[config.mk]
export PLATFORM = sky130hd
export DESIGN_NAME = timea_sentence_capture
export DESIGN_NICKNAME = d
export VERILOG_FILES = /design/src/hdl/tsc_pkg.sv /design/src/hdl/timea_sentence_capture.sv /design/src/hdl/tsc_in_reg.sv /design/src/hdl/tsc_core.sv /design/src/hdl/tsc_out_reg.sv
export SDC_FILE = /design/constraint.sdc
export NUM_CORES = 1
export LEC_CHECK = 0
export CAP_MARGIN = 40
export CORE_MARGIN = 2
export CORE_UTILIZATION = 40
export DETAILED_ROUTE_END_ITERATION = 12
export DONT_BUFFER_PORTS = 1
export GPL_TIMING_DRIVEN = 0
export MAX_ROUTING_LAYER = met4
export PLACE_DENSITY_LB_ADDON = 0.25
export SYNTH_ARGS = -nofsm -noshare
export SYNTH_HDL_FRONTEND = slang
export SYNTH_SLANG_ARGS = --single-unit
[constraint.sdc]
create_clock -name clk -period 6.3 [get_ports clk]
set_clock_uncertainty 0.2 [all_clocks]
set_input_delay 0.945 -clock clk [delete_from_list [all_inputs] [get_ports clk]]
set_output_delay 0.945 -clock clk [all_outputs]
set_load 0.1 [all_outputs]
[src/hdl/tsc_pkg.sv]
// ----------------------------------------------------------------------------
// tsc_pkg
// Shared types and constants for the TIMEA sentence capture block.
// ----------------------------------------------------------------------------
package tsc_pkg;

  // frame buffer size, 8 to 128
  localparam int FRAME_BYTES = 128;
  localparam int COUNT_W     = 8;
  localparam int INDEX_W     = 7;

  localparam logic [COUNT_W-1:0] FRAME_LIMIT = COUNT_W'(FRAME_BYTES);

  localparam logic [7:0] CH_T  = 8'h54;
  localparam logic [7:0] CH_I  = 8'h49;
  localparam logic [7:0] CH_M  = 8'h4D;
  localparam logic [7:0] CH_E  = 8'h45;
  localparam logic [7:0] CH_A  = 8'h41;
  localparam logic [7:0] CH_CR = 8'h0D;
  localparam logic [7:0] CH_LF = 8'h0A;

  typedef enum logic {
    CMD_BYTE    = 1'b0,
    CMD_RELEASE = 1'b1
  } cmd_t;

  typedef struct packed {
    cmd_t       command;
    logic [7:0] rx_byte;
  } item_t;

  typedef struct packed {
    logic               store_valid;
    logic [INDEX_W-1:0] store_index;
    logic [7:0]         store_byte;
    logic               frame_done;
    logic [COUNT_W-1:0] frame_length;
    logic               frame_dropped;
    logic               in_body;
  } result_t;

endpackage

[src/hdl/timea_sentence_capture.sv]
// ----------------------------------------------------------------------------
// timea_sentence_capture
// Finds TIMEA sentences in a receiver byte stream and emits the frame bytes.
//
// Input channel in_valid/in_stall carries command and rx_byte; a command of
// release clears the frame, otherwise rx_byte is a received character.
// Output channel out_valid/out_stall carries one result beat per input beat:
// the stored byte and its index, frame done with its length, a drop flag or
// none of these, and in_body showing whether a body is being captured.
// An input beat passes through the input register and then the result
// register. One beat is taken every cycle while the receiver keeps out_stall
// low; the frame state is updated as each beat is taken.
// Reset (synchronous, active high) empties both registers and clears the
// frame state. When the receiver stalls, the result beat holds, the input
// register keeps its beat, and in_stall rises once both are full.
// ----------------------------------------------------------------------------
module timea_sentence_capture import tsc_pkg::*; (
  input  logic                clk,
  input  logic                rst,
  input  logic                in_valid,
  output logic                in_stall,
  input  logic                command,
  input  logic [7:0]          rx_byte,
  output logic                out_valid,
  input  logic                out_stall,
  output logic                store_valid,
  output logic [INDEX_W-1:0]  store_index,
  output logic [7:0]          store_byte,
  output logic                frame_done,
  output logic [COUNT_W-1:0]  frame_length,
  output logic                frame_dropped,
  output logic                in_body
);

  item_t   in_item, item;
  logic    item_valid, can_load, fire;
  result_t res, out_res;

  assign in_item.command = cmd_t'(command);
  assign in_item.rx_byte = rx_byte;
  assign fire            = item_valid && can_load;

  tsc_in_reg u_in_reg (
    .clk        (clk),
    .rst        (rst),
    .in_valid   (in_valid),
    .in_stall   (in_stall),
    .in_item    (in_item),
    .item_valid (item_valid),
    .item       (item),
    .advance    (fire)
  );

  tsc_core u_core (
    .clk  (clk),
    .rst  (rst),
    .fire (fire),
    .item (item),
    .res  (res)
  );

  tsc_out_reg u_out_reg (
    .clk       (clk),
    .rst       (rst),
    .load      (item_valid),
    .res       (res),
    .can_load  (can_load),
    .out_valid (out_valid),
    .out_stall (out_stall),
    .out_res   (out_res)
  );

  assign store_valid   = out_res.store_valid;
  assign store_index   = out_res.store_index;
  assign store_byte    = out_res.store_byte;
  assign frame_done    = out_res.frame_done;
  assign frame_length  = out_res.frame_length;
  assign frame_dropped = out_res.frame_dropped;
  assign in_body       = out_res.in_body;

endmodule

[src/hdl/tsc_in_reg.sv]
// ----------------------------------------------------------------------------
// tsc_in_reg
// Input register: holds one beat until the decision stage takes it.
// ----------------------------------------------------------------------------
module tsc_in_reg import tsc_pkg::*; (
  input  logic  clk,
  input  logic  rst,
  input  logic  in_valid,
  output logic  in_stall,
  input  item_t in_item,
  output logic  item_valid,
  output item_t item,
  input  logic  advance
);

  logic load;

  assign in_stall = item_valid && !advance;
  assign load     = in_valid && !in_stall;

  always_ff @(posedge clk) begin
    if (rst) begin
      item_valid <= 1'b0;
    end else if (load) begin
      item_valid <= 1'b1;
    end else if (advance) begin
      item_valid <= 1'b0;
    end
  end

  always_ff @(posedge clk) begin
    if (load) begin
      item <= in_item;
    end
  end

endmodule

[src/hdl/tsc_core.sv]
// ----------------------------------------------------------------------------
// tsc_core
// Header match, body capture and terminator check; owns the frame state.
// ----------------------------------------------------------------------------
module tsc_core import tsc_pkg::*; (
  input  logic    clk,
  input  logic    rst,
  input  logic    fire,
  input  item_t   item,
  output result_t res
);

  logic [COUNT_W-1:0] stored_count, stored_count_next;
  logic               header_found, header_found_next;
  logic               cr_seen, cr_seen_next;
  logic               frame_complete, frame_complete_next;
  logic [7:0]         b;
  logic               hdr_ok;

  assign b = item.rx_byte;

  // each header letter only counts at its own position
  assign hdr_ok = (b == CH_I && stored_count == COUNT_W'(1)) ||
                  (b == CH_M && stored_count == COUNT_W'(2)) ||
                  (b == CH_E && stored_count == COUNT_W'(3)) ||
                  (b == CH_A && stored_count == COUNT_W'(4));

  always_comb begin
    stored_count_next   = stored_count;
    header_found_next   = header_found;
    cr_seen_next        = cr_seen;
    frame_complete_next = frame_complete;
    res                 = '0;

    if (item.command == CMD_RELEASE) begin
      stored_count_next   = '0;
      header_found_next   = 1'b0;
      cr_seen_next        = 1'b0;
      frame_complete_next = 1'b0;
    end else if (header_found) begin
      if (cr_seen) begin
        if (b == CH_LF) begin
          frame_complete_next = 1'b1;
          header_found_next   = 1'b0;
          cr_seen_next        = 1'b0;
          res.frame_done      = 1'b1;
          res.frame_length    = stored_count;
        end else begin
          stored_count_next   = '0;
          header_found_next   = 1'b0;
          cr_seen_next        = 1'b0;
          frame_complete_next = 1'b0;
          res.frame_dropped   = 1'b1;
        end
      end else if (b == CH_CR) begin
        cr_seen_next = 1'b1;
      end else if (stored_count >= FRAME_LIMIT) begin
        // buffer full: drop the whole frame
        stored_count_next   = '0;
        header_found_next   = 1'b0;
        cr_seen_next        = 1'b0;
        frame_complete_next = 1'b0;
        res.frame_dropped   = 1'b1;
      end else begin
        res.store_valid   = 1'b1;
        res.store_index   = stored_count[INDEX_W-1:0];
        res.store_byte    = b;
        stored_count_next = stored_count + COUNT_W'(1);
      end
    end else if (b == CH_T) begin
      res.store_valid   = 1'b1;
      res.store_byte    = b;
      stored_count_next = COUNT_W'(1);
    end else if (hdr_ok) begin
      res.store_valid   = 1'b1;
      res.store_index   = stored_count[INDEX_W-1:0];
      res.store_byte    = b;
      stored_count_next = stored_count + COUNT_W'(1);
      if (b == CH_A) begin
        frame_complete_next = 1'b0;
        header_found_next   = 1'b1;
      end
    end

    res.in_body = header_found_next;
  end

  always_ff @(posedge clk) begin
    if (rst) begin
      stored_count   <= '0;
      header_found   <= 1'b0;
      cr_seen        <= 1'b0;
      frame_complete <= 1'b0;
    end else if (fire) begin
      stored_count   <= stored_count_next;
      header_found   <= header_found_next;
      cr_seen        <= cr_seen_next;
      frame_complete <= frame_complete_next;
    end
  end

  a_cr_in_body: assert property (@(posedge clk) disable iff (rst)
    cr_seen |-> header_found)
    else $error("cr flag set outside a body");

  a_count_limit: assert property (@(posedge clk) disable iff (rst)
    stored_count <= FRAME_LIMIT)
    else $error("stored count past frame size");

  a_done_clears: assert property (@(posedge clk) disable iff (rst)
    fire && res.frame_done |=> !header_found && !cr_seen && frame_complete)
    else $error("completion did not close the frame");

  a_complete_idle: assert property (@(posedge clk) disable iff (rst)
    frame_complete |-> !header_found)
    else $error("finished frame flag set while capturing a body");

endmodule

[src/hdl/tsc_out_reg.sv]
// ----------------------------------------------------------------------------
// tsc_out_reg
// Result register: holds one result beat until the receiver takes it.
// ----------------------------------------------------------------------------
module tsc_out_reg import tsc_pkg::*; (
  input  logic    clk,
  input  logic    rst,
  input  logic    load,
  input  result_t res,
  output logic    can_load,
  output logic    out_valid,
  input  logic    out_stall,
  output result_t out_res
);

  assign can_load = !out_valid || !out_stall;

  always_ff @(posedge clk) begin
    if (rst) begin
      out_valid <= 1'b0;
    end else if (can_load) begin
      out_valid <= load;
    end
  end

  always_ff @(posedge clk) begin
    if (load && can_load) begin
      out_res <= res;
    end
  end

endmodule
After elaboration in Yosys (flattened, before gate mapping). Index checks and enable logic that the tools add are counted.

Add/sub/neg operators: 1. $lt $le $gt $ge: 1. Equal/unequal tests: 13. Mux-type cells: 35. Bitwise logic cells: 3. Reduce and logical (&&, ||, !) cells: 23.

Operator list (count): $mux 16 (5); $mux 8 (9); $eq 8x7->1 const B (5); $mux 1 (19); $eq 8x2->1 const B (2); $eq 8x4->1 const B (2); $mux 9 (1); $add 8x1->8 const B (1); $eq 8x1->1 const B (1); $eq 8x3->1 const B (1); $ge 8x8->1 const B (1); $ne 4x4->1 const B (2); $logic_and 1x1->1 (7); $mux 7 (1); $logic_not 1->1 (4); $logic_or 1x1->1 (4); $reduce_and 4->1 (1); $reduce_bool 2->1 (2); $reduce_bool 4->1 (1); $reduce_or 4->1 (1); $not 1->1 (3); $reduce_or 3->1 (1); $reduce_and 2->1 (1); $reduce_or 2->1 (1).

Bits in registers: 48. Input port bits: 13. Output and inout bits: 29. Word-level logic and storage cells: 90.

Logic depth before layout (Yosys ltp). Gate-level depths: netlist (run 1).

Depth after elaboration: 9. Gate-level depth with buffers: 8. Gate-level depth less buffers: 7.

By module. From an unflattened synthesis (run 1), not the netlist that was laid out.

Cells, all modules: 178. Area, all modules: 2245.9 um2.

Modules (own cells, without submodules): tsc_core (instances 1, cells an instance 132, area each 1069.8 um2, sequential area each 200.2 um2); tsc_out_reg (instances 1, cells an instance 32, area each 849.6 um2, sequential area each 830.8 um2); tsc_in_reg (instances 1, cells an instance 13, area each 320.3 um2, sequential area each 290.3 um2); timea_sentence_capture (instances 1, cells an instance 1, area each 6.3 um2, sequential area each 0.0 um2).

Least setup slack after synthesis (run 1). No wires, ideal clock.

Kind: register to output. From: reg u_out_reg.out_valid. To: out in_stall. Arrival: 1.916 ns. Data required time: 5.155 ns. Path slack: 3.239 ns. Cell stages (with the launch flop): 2. Buffers on the path: 0. Cell sequence: dfxtp_1 and3_1.

Longest elaborated chain between the ends: 5.

Ends and longest elaborated chain: start: declaration (RTL line tsc_out_reg.sv:11) `output logic out_valid,`; start signal: assignment (RTL line tsc_out_reg.sv:22) `out_valid <= load;`; $logic_not 1->1 (RTL line tsc_out_reg.sv:16) `assign can_load = !out_valid || !out_stall;`; $logic_or 1x1->1 (RTL line tsc_out_reg.sv:16); $logic_and 1x1->1 (RTL line timea_sentence_capture.sv:41) `assign fire = item_valid && can_load;`; $logic_not 1->1 (RTL line tsc_in_reg.sv:18) `assign in_stall = item_valid && !advance;`; $logic_and 1x1->1 (RTL line tsc_in_reg.sv:18); end: declaration (RTL line timea_sentence_capture.sv:21) `output logic in_stall,`.

Every way passes these cells.

Worst setup path in the final report (run 1).
From: in out_stall. To: out in_stall.

Longest elaborated chain between the ends: 5.

Ends and longest elaborated chain: start: declaration (RTL line timea_sentence_capture.sv:25) `input logic out_stall,`; $logic_not 1->1 (RTL line tsc_out_reg.sv:16); $logic_or 1x1->1 (RTL line tsc_out_reg.sv:16); $logic_and 1x1->1 (RTL line timea_sentence_capture.sv:41); $logic_not 1->1 (RTL line tsc_in_reg.sv:18); $logic_and 1x1->1 (RTL line tsc_in_reg.sv:18).

Every way passes these cells.

==> impl_metrics.csv, run 1 <==
group,metric,value,unit
outcome,status,"completed",
timing,period_minus_slack,2520,ps
clocking,clk_latency,300,ps
worst_hold_path,min_path_type,"reg2reg",
critical_path,crit_buf_inv,1,
final_layout,final_util,47.2,%
critical_path,cp.arrival,1380,ps
timing,slew_viol_final,0,
floorplanning,die_h,80.8,um
critical_path,path_class,"in2out",
clocking,path_clk_slew,90,ps
timing,finalSetupViolCount,0,
logic_synthesis,synth-edff-count,36,
placement,hpwlAfterDp,3280,um
timing,fmax,396,MHz
grt,grt_pass1_vias,1430,
final_layout,area_growth,12.3,%
floorplanning,die-area,0.00653,mm2
logic_synthesis,syn-instance-count,193,
worst_hold_path,worstHoldStart,"u_in_reg.item_valid$_SDFFE_PP0P_",
drt,first_iter_violations,78,
final_layout,layout-drive-gt1-share,16.5,%
grt,antenna_found_initial,0,
final_layout,num_antenna_cells,0,
logic_synthesis,avgSynthCellArea,12.2,um2
floorplanning,floorplan.initialDensity,42.1,%
logic_synthesis,ys.flop_type,"edfxtp_1",
logic_synthesis,yosysMostFrequentCell,"edfxtp_1",
grt,grt_util_all_layers,15.3,%
logic_synthesis,ys_ff_latch,48,
critical_path,critPathCaptureType,"output pin",
logic_synthesis,synth_largest_area_cell,"edfxtp_1",
logic_synthesis,ys_types,48,
logic_synthesis,syn_nets,210,
critical_path,rrSetupSlack,3870,ps
critical_path,crit_fanout,3,
critical_path,crit_start,"out_stall",
flow_run,cap_violations,0,
clocking,cts_buffers,5,
logic_synthesis,ys_async_sr_fraction,0,%
logic_synthesis,synth_top_cell_area_share,45.8,%
drt,finalWirelength,4570,um
drt,vias,1566,
timing,rsz0062_at_grt,"no",
timing,maxSlewHeadroom,40.2,%
logic_synthesis,ys_seq_area_share,56.0,%
drt,via_per_inst,5.63,
power_and_ir_drop,p_per_area,247,mW/mm2
grt,overflow,0,
clocking,post_cts_buffers,0,
critical_path,timing.rr.start,"u_in_reg.item[5]$_DFFE_PP_",
clocking,cts.path.max_buffers,2,
clocking,h-tree-depth,2,
timing,hold_violations,0,
logic_synthesis,ys_top_cells_by_count,"36 x edfxtp_1, 21 x and2_1, 13 x inv_1",
logic_synthesis,yosysWarnings,0,
critical_path,critPathTopFamily,"buffers and inverters",
critical_path,cp_slowest_cell,"buf_8",
clocking,hold_buffers,0,
critical_path,critPathLaunchType,"input pin",
power_and_ir_drop,leakage,0.843,nW
floorplanning,die_w,80.8,um
timing,period_share,40.1,%
final_layout,fin_nets,222,
floorplanning,fp.coreArea,0.00561,mm2
floorplanning,num_rows,27,
drt,ant_nets,0,
drt,dr.pass1.iters,4,
clocking,cts_tree,"yes",
placement,gp_congestion,0.877,
drt,remaining_drc_errors,0,
timing,tightest_slew,898,ps
timing,tns,0,ps
grt,grt_pass1_wl,7270,um
grt,grt_max_degree,23,
critical_path,crit_path_cell_trace,"and3_1 -> buf_8",
floorplanning,io_pins,42,
logic_synthesis,yosys-top-cells-area,"edfxtp_1 46%, dfxtp_1 10%, and2_1 5.6%, a221oi_1 2.2%, ha_1 2.1%",
clocking,cts_resized,0,
drt,wl_per_cell,16.4,um
critical_path,cp.required,5150,ps
power_and_ir_drop,peakVddDrop,0.120,mV
logic_synthesis,syn_area,0.00236,mm2
placement,portBuffers,0,
power_and_ir_drop,p_total,0.000655,W
clocking,clock-sinks,48,
critical_path,crit_path_max_incr_delay,220,ps
clocking,cts_root_buffer,"clkbuf_8",
-- placed cells by master, fill, tap and decap left out, types with 3 or more instances in the layout --
master,instances
a21oi_1,7
a221oi_1,6
and2_1,21
buf_8,4
clkbuf_8,5
dfxtp_1,12
edfxtp_1,36
ha_1,4
inv_1,13
nand2_1,8
nand2b_1,5
nor2_1,9
nor4bb_1,3
o211ai_1,4
o21ai_0,4
o21ai_1,3
o32ai_1,5
or3_1,8
or4b_4,3
-- where the power goes --
part           internal, W  switching (W)
registers         0.000350      0.0000492
clock network     0.000117       0.000101
logic            0.0000121      0.0000254
total             0.000480       0.000175
-- metal layers --
metal  vias to the layer above  routed length [um]  share of wire (%)  global-route usage [%]
met5                         -                   0                  0                       -
met4                         0                 111                2.4                    5.93
met3                        10                 151                3.3                    3.33
met2                        45                2050                 45                    21.4
met1                       745                2250                 49                    21.7
li1                        766                   -                  -                       -
-- worst paths after layout --
kind,to,cells past startpoint
worst max-delay path,in_stall,2
worst min-delay path,u_out_reg.out_valid$_SDFFE_PP0P_,2
worst max register to register,u_out_reg.out_res[0]$_DFFE_PP_,4
worst min register to register,u_out_reg.out_valid$_SDFFE_PP0P_,2
-- flip-flops by register name, summed over array words and instances (netlist names) --
register / flops
u_out_reg.out_res: 27
u_in_reg.item: 9
u_core.stored_count: 8
u_core.cr_seen: 1
u_core.header_found: 1
u_in_reg.item_valid: 1
u_out_reg.out_valid: 1
-- through the flow --
step,cells,hold WS (ps),setup slack (ps),instance area (um2)
6_report,278,301,3780,2650
3_5_place_dp,270,306,3660,2540
3_3_place_gp,265,274,3170,2450
2_1_floorplan,193,251,3240,2360
4_1_cts,278,318,3770,2650
5_1_grt,278,350,3760,2650
-- area by class of cell --
class | instances | area (um2)
fillers | 540 | 2960
flip-flops and latches | 48 | 1320
multi-input cells | 128 | 965
well taps | 72 | 90.1
repair buffers | 5 | 87.6
clock buffers | 5 | 68.8
inverters | 13 | 48.8
clock inverters | 3 | 42.5
plain buffers | 4 | 23.8
-- cell families (layout without fill, tap and decap cells) --
family	count (synthesis)	in the layout	share of synthesized area [%]
adders and majority gates	4	4	2.12
buffers and inverters	17	30	3.08
muxes	1	1	0.424
AOI/OAI and AO/OA	45	45	15.9
DFF	48	48	56.0
and+or+nand+nor	78	78	22.5
Note: power is estimated with default switching activity, not from simulation.
==> run 2, diff against run 1 <==
--- a/config.mk
+++ b/config.mk
@@ -5,6 +5,7 @@
 export SDC_FILE = /design/constraint.sdc
 export NUM_CORES = 1
 export LEC_CHECK = 0
+export ABC_AREA = 1
 export CAP_MARGIN = 40
 export CORE_MARGIN = 2
 export CORE_UTILIZATION = 40
==> constraint.sdc (replaced) <==
create_clock -name clk -period 2.3 [get_ports clk]
set_clock_uncertainty 0.2 [all_clocks]
set_input_delay 0.345 -clock clk [delete_from_list [all_inputs] [get_ports clk]]
set_output_delay 0.345 -clock clk [all_outputs]
set_load 0.1 [all_outputs]
==> impl_metrics.csv, run 2 <==
group,metric,value,unit
critical_path,critPathCaptureType,"flop",
final_layout,top_register,"u_out_reg.out_res",
critical_path,crit_path_cell_trace,"nand2_1 -> nor2_4 -> inv_1 -> nand2_1 -> inv_1",
drt,first_iter_violations,165,
timing,fmax,461,MHz
logic_synthesis,ys_types,28,
logic_synthesis,yosysMostFrequentCell,"nand2_1",
floorplanning,die_h,80.4,um
placement,gp_congestion,0.901,
power_and_ir_drop,leakage,1.06,nW
critical_path,timing.rr.start,"u_out_reg.out_valid$_SDFFE_PP0P_",
power_and_ir_drop,p_clk_share,33.6,%
final_layout,top_regs,"u_out_reg.out_res (27), u_in_reg.item (9), u_core.stored_count (8)",
timing,period_share,94.3,%
grt,grt_pass1_wl,7780,um
critical_path,cp.required,2120,ps
final_layout,final_common_cell,"nand2_1",
grt,overflow,0,
logic_synthesis,ys_ff_latch,48,
timing,maxSlewHeadroom,39.9,%
worst_hold_path,worstHoldStart,"in_valid",
final_layout,largest_reg_flops,27,
power_and_ir_drop,internal-power,0.00142,W
clocking,cts_root_buffer,"clkbuf_8",
logic_synthesis,synth_largest_area_cell,"edfxtp_1",
floorplanning,die-area,0.00646,mm2
logic_synthesis,ys_async_sr_fraction,0,%
grt,grt_util_all_layers,16.5,%
power_and_ir_drop,p_sw,0.000543,W
logic_synthesis,yosys-top-cells-area,"edfxtp_1 46%, dfxtp_1 10%, nand2_1 6.4%, nor3_2 5.1%, nor2_1 4.7%",
logic_synthesis,synth_top_cell_area_share,46.3,%
final_layout,fin_nets,276,
critical_path,cp.arrival,1990,ps
logic_synthesis,syn-instance-count,236,
critical_path,cp_slowest_cell,"nor2_4",
final_layout,num_antenna_cells,0,
floorplanning,num_rows,27,
clocking,cts_tree,"yes",
placement,dpl_cell_area,0.00247,mm2
critical_path,crit_fanout,9,
timing,period_minus_slack,2170,ps
drt,via_per_inst,5.11,
worst_hold_path,holdPathEnd,"u_in_reg.item_valid$_SDFFE_PP0P_",
grt,grt_max_degree,17,
drt,finalWirelength,4740,um
floorplanning,io_pins,42,
power_and_ir_drop,peakVddDrop,0.284,mV
power_and_ir_drop,combPwrFrac,9.5,%
critical_path,crit_path_max_incr_delay,550,ps
logic_synthesis,syn_area,0.00233,mm2
grt,antenna_found_initial,0,
floorplanning,floorplan.initialDensity,41.9,%
logic_synthesis,ys_seq_area_share,56.6,%
outcome,status,"completed",
clocking,clock-sinks,48,
placement,place_ws,-168,ps
drt,dr.pass1.iters,4,
final_layout,layout-drive-gt1-share,21.2,%
logic_synthesis,syn_nets,253,
drt,wl_per_cell,14.3,um
clocking,cts.path.max_buffers,2,
drt,remaining_drc_errors,0,
final_layout,finalInstanceArea,0.00275,mm2
critical_path,r2r_end,"u_in_reg.item[5]$_DFFE_PP_",
logic_synthesis,avgSynthCellArea,9.89,um2
critical_path,r2r_cells,5,
power_and_ir_drop,power_frac_seq,56.9,%
worst_hold_path,min_path_type,"in2reg",
critical_path,path_class,"reg2reg",
final_layout,area_growth,17.6,%
logic_synthesis,yosysWarnings,0,
floorplanning,fp.coreArea,0.00557,mm2
critical_path,rrSetupSlack,130,ps
floorplanning,die_w,80.4,um
final_layout,final_util,49.2,%
final_layout,mostFrequentLayoutCells,"40 x nand2_1, 36 x edfxtp_1, 28 x nor2_1",
power_and_ir_drop,swShare,27.7,%
timing,tightest_slew,904,ps
power_and_ir_drop,p_per_area,715,mW/mm2
timing,rsz0062_at_grt,"no",
logic_synthesis,ys.flop_type,"edfxtp_1",
clocking,cts_buffers,5,
timing,hold_violations,0,
clocking,path_clk_slew,90,ps
worst_hold_path,min_path_cells,2,
drt,vias,1698,
placement,hpwlAfterDp,3370,um
critical_path,critPathLaunchType,"flop",
timing,finalWorstSetupSlack,130,ps
clocking,h-tree-depth,2,
timing,slew_viol_final,0,
grt,grt_pass1_vias,1588,
placement,portBuffers,0,
logic_synthesis,synth-edff-count,36,
flow_run,cap_violations,0,
clocking,clk_latency,300,ps
drt,ant_nets,0,
logic_synthesis,ys_top_cells_by_count,"40 x nand2_1, 36 x edfxtp_1, 29 x nor2_1",
final_layout,num-fill-cells,513,
timing,finalSetupViolCount,0,
-- run 2: cell types whose count changed after synthesis, sizes merged, moves of 5 or more --
cell    delta
o21ai      -5
o32ai      -7
o211ai     -5
a221oi     -7
nand2b     -5
or3        -8
nor2      +26
inv       +17
nand3     +19
nor3      +13
and2      -21
nand2     +41
-- run 2: how the worst max path moves through the flow --
stage                                startpoint                                  end  slack (ps)  cells past startpoint
2_1_floorplan  u_out_reg.out_valid$_SDFFE_PP0P_           u_in_reg.item[0]$_DFFE_PP_         110                      5
3_3_place_gp   u_out_reg.out_valid$_SDFFE_PP0P_  u_core.stored_count[2]$_SDFFE_PP0P_        -120                      8
3_5_place_dp   u_out_reg.out_valid$_SDFFE_PP0P_  u_core.stored_count[1]$_SDFFE_PP0P_        -170                      8
4_1_cts        u_out_reg.out_valid$_SDFFE_PP0P_  u_core.stored_count[1]$_SDFFE_PP0P_         110                      8
5_1_grt        u_out_reg.out_valid$_SDFFE_PP0P_           u_in_reg.item[5]$_DFFE_PP_          50                      5
6_report       u_out_reg.out_valid$_SDFFE_PP0P_           u_in_reg.item[5]$_DFFE_PP_         130                      5
-- run 2: critical path, delay by kind of cell, from the launching register on --
family                 cells  cell delay [ps]
AND/OR/NAND/NOR            3              850
buffers and inverters      2              290
flip-flops                 1              540
-- run 2: cells by family after synthesis --
group,synth area share [%]
AO/OA/AOI/OAI,4.82
AND/OR/NAND/NOR,29.8
flip-flops,56.6
buffers and inverters,5.89
XOR/XNOR,0.750
adder cells (fa/ha/maj),2.14
-- run 2: what timing repair did --
| item | in CTS | in global routing |
|---|---|---|
| hold buffers | 10 | 0 |
| pin swaps | 2 | 1 |
| buffers inserted | 0 | 2 |
| setup endpoints to repair | 18 | 3 |
| hold endpoints to repair | 14 | 0 |
| resized for setup | 1 | 0 |
| cloned | 1 | 0 |
-- run 2: layer usage --
| layer | vias to the layer above | share of wire, % | track usage, % | routed length [um] |
|---|---|---|---|---|
| met5 | - | 0 | - | 0 |
| met1 | 788 | 46 | 22.0 | 2170 |
| met3 | 7 | 5.1 | 3.82 | 244 |
| met4 | 0 | 1.4 | 6.10 | 65 |
| met2 | 70 | 48 | 24.6 | 2260 |
| li1 | 833 | - | - | - |
-- run 2: power groups by stage --
stage	combinational, W	sequential (W)	clock, W
6_report	0.000186	0.00112	0.000660
5_1_grt	0.000205	0.00112	0.000717
4_1_cts	0.000173	0.00112	0.000681
3_5_place_dp	0.000156	0.00114	0
3_3_place_gp	0.000140	0.00115	0
2_1_floorplan	0.000114	0.00115	0
-- run 2: per-stage QoR --
stage / TNS, ps / std cells / power, W / hold WS (ps)
2_1_floorplan: 0 / 236 / 0.00126 / 207
3_3_place_gp: -650 / 308 / 0.00129 / 209
3_5_place_dp: -1060 / 310 / 0.00130 / 211
4_1_cts: 0 / 329 / 0.00198 / 2.48
5_1_grt: 0 / 332 / 0.00204 / 18.5
6_report: 0 / 332 / 0.00196 / 8.83
-- run 2: area by class of cell --
| cell class | instances | area [um2] | share of cell area, % |
|---|---|---|---|
| buffer | 4 | 25.0 | 0.912 |
| clock buffer | 7 | 97.6 | 3.56 |
| multi-input combinational | 155 | 895 | 32.6 |
| sequential | 48 | 1330 | 48.3 |
| tap | 72 | 90.1 | 3.28 |
| inverter | 30 | 113 | 4.10 |
| clock inverter | 1 | 30.0 | 1.09 |
| timing repair buffer | 15 | 170 | 6.20 |
==> run 3, diff against run 2 <==
--- a/config.mk
+++ b/config.mk
@@ -14,6 +14,7 @@
 export GPL_TIMING_DRIVEN = 0
 export MAX_ROUTING_LAYER = met4
 export PLACE_DENSITY_LB_ADDON = 0.25
+export REMOVE_ABC_BUFFERS = 1
 export SYNTH_ARGS = -nofsm -noshare
 export SYNTH_HDL_FRONTEND = slang
 export SYNTH_SLANG_ARGS = --single-unit
==> constraint.sdc (replaced) <==
create_clock -name clk -period 2.5 [get_ports clk]
set_clock_uncertainty 0.2 [all_clocks]
set_input_delay 0.375 -clock clk [delete_from_list [all_inputs] [get_ports clk]]
set_output_delay 0.375 -clock clk [all_outputs]
set_load 0.1 [all_outputs]
==> impl_metrics.csv, run 3 (synthesis results as in run 2) <==
group,metric,value,unit
timing,period_share,87.7,%
critical_path,critPathLaunchType,"flop",
timing,slew_viol_final,0,
worst_hold_path,min_path_type,"in2reg",
final_layout,top_register,"u_out_reg.out_res",
clocking,post_cts_buffers,0,
placement,gp_congestion,0.838,
placement,hpwlAfterDp,3260,um
clocking,cts_root_buffer,"clkbuf_8",
drt,remaining_drc_errors,0,
final_layout,num-fill-cells,517,
timing,maxSlewHeadroom,40.4,%
flow_run,cap_violations,0,
placement,place_ws,260,ps
grt,overflow,0,
clocking,cts_resized,0,
final_layout,largest_reg_flops,27,
critical_path,r2r_end,"u_core.stored_count[0]$_SDFFE_PP0P_",
grt,grt_pass1_vias,1552,
critical_path,crit_fanout,15,
worst_hold_path,worstHoldStart,"in_valid",
power_and_ir_drop,p_total,0.00175,W
final_layout,area_growth,16.8,%
drt,via_per_inst,4.92,
worst_hold_path,holdPathEnd,"u_in_reg.item_valid$_SDFFE_PP0P_",
drt,finalWirelength,4500,um
critical_path,rrSetupSlack,310,ps
worst_hold_path,min_path_cells,2,
grt,antenna_found_initial,0,
grt,grt_util_all_layers,16.1,%
final_layout,num_antenna_cells,0,
floorplanning,die-area,0.00646,mm2
floorplanning,fp.coreArea,0.00557,mm2
clocking,cts_tree,"yes",
timing,hold_violations,0,
floorplanning,num_rows,27,
clocking,clk_latency,300,ps
drt,dr.pass1.iters,4,
clocking,cts_buffers,5,
drt,ant_nets,0,
clocking,h-tree-depth,2,
drt,first_iter_violations,111,
placement,portBuffers,0,
timing,hold_ws,34.1,ps
final_layout,fin_nets,272,
timing,period_minus_slack,2190,ps
final_layout,final_common_cell,"nand2_1",
final_layout,layout-drive-gt1-share,19.9,%
clocking,clock-sinks,48,
grt,grt_pass1_wl,7710,um
timing,finalSetupViolCount,0,
clocking,cts.path.max_buffers,2,
timing,finalWorstSetupSlack,308,ps
critical_path,path_class,"reg2reg",
critical_path,cp.arrival,2190,ps
critical_path,r2r_cells,9,
floorplanning,floorplan.initialDensity,41.9,%
final_layout,top_regs,"u_out_reg.out_res (27), u_in_reg.item (9), u_core.stored_count (8)",
critical_path,crit_start,"u_in_reg.item[8]$_DFFE_PP_",
outcome,status,"completed",
drt,vias,1615,
timing,tightest_slew,896,ps
clocking,path_clk_slew,90,ps
power_and_ir_drop,leakage,1.05,nW
timing,rsz0062_at_grt,"no",
floorplanning,die_h,80.4,um
critical_path,timing.rr.start,"u_in_reg.item[8]$_DFFE_PP_",
final_layout,mostFrequentLayoutCells,"40 x nand2_1, 36 x edfxtp_1, 28 x nor2_1",
drt,wl_per_cell,13.7,um
grt,grt_max_degree,32,
critical_path,cp.required,2500,ps
floorplanning,io_pins,42,
power_and_ir_drop,p_per_area,641,mW/mm2
floorplanning,die_w,80.4,um
power_and_ir_drop,peakVddDrop,0.311,mV
critical_path,critPathCaptureType,"flop",
timing,fmax,456,MHz
clocking,hold_buffers,10,
## run 3: cell type report
cell class	count	area, um2	share of cell area, %
clock buffer	6	72.6	2.66
clock inverter	2	35.0	1.28
timing repair buffer	16	213	7.80
sequential	48	1320	48.4
inverter	30	113	4.13
multi-input combinational	154	883	32.4
tap	72	90.1	3.30
## run 3: worst max-delay path, stage by stage (launching register included)
cell and delay (ps):
edfxtp_1 860, inv_2 180, nand2_4 130, nor2_2 50, nand2_2 80, nand2_4 60
nor2_8 220, nand2_4 100, a21oi_1 150, nor2_1 50
## run 3: worst max-delay path by stage
stage,cells after the start,slack [ps],end
finish,9,310,u_core.stored_count[0]$_SDFFE_PP0P_
global route,9,90,u_core.stored_count[1]$_SDFFE_PP0P_
CTS,9,290,u_core.stored_count[0]$_SDFFE_PP0P_
detailed placement,8,260,u_core.stored_count[0]$_SDFFE_PP0P_
global placement,5,-990,u_in_reg.item[4]$_DFFE_PP_
floorplan,5,-840,u_in_reg.item[0]$_DFFE_PP_
## run 3: per-stage QoR
stage                     cells  setup TNS, ps  instance area, um2  util, %
final                       328              0                2730     48.9
after CTS                   327              0                2700     48.5
after global placement      304         -20990                2400     43.1
after detailed placement    309              0                2490     44.8
after floorplan             232          -9660                2310        -
after global routing        328              0                2730     48.9
## run 3: routing by layer
layer	routed length (um)	GRT usage, %	vias up
li1	-	-	825
met2	2110	23.8	53
met4	47	5.08	0
met3	196	2.81	4
met5	0	-	-
met1	2140	22.4	733
## run 3: report_power, final
| group | switching, W | total (W) | internal (W) |
|---|---|---|---|
| Sequential | 0.000134 | 0.00103 | 0.000891 |
| Combinational | 0.000115 | 0.000169 | 0.0000545 |
| Clock | 0.000256 | 0.000553 | 0.000297 |
| Total | 0.000505 | 0.00175 | 0.00124 |
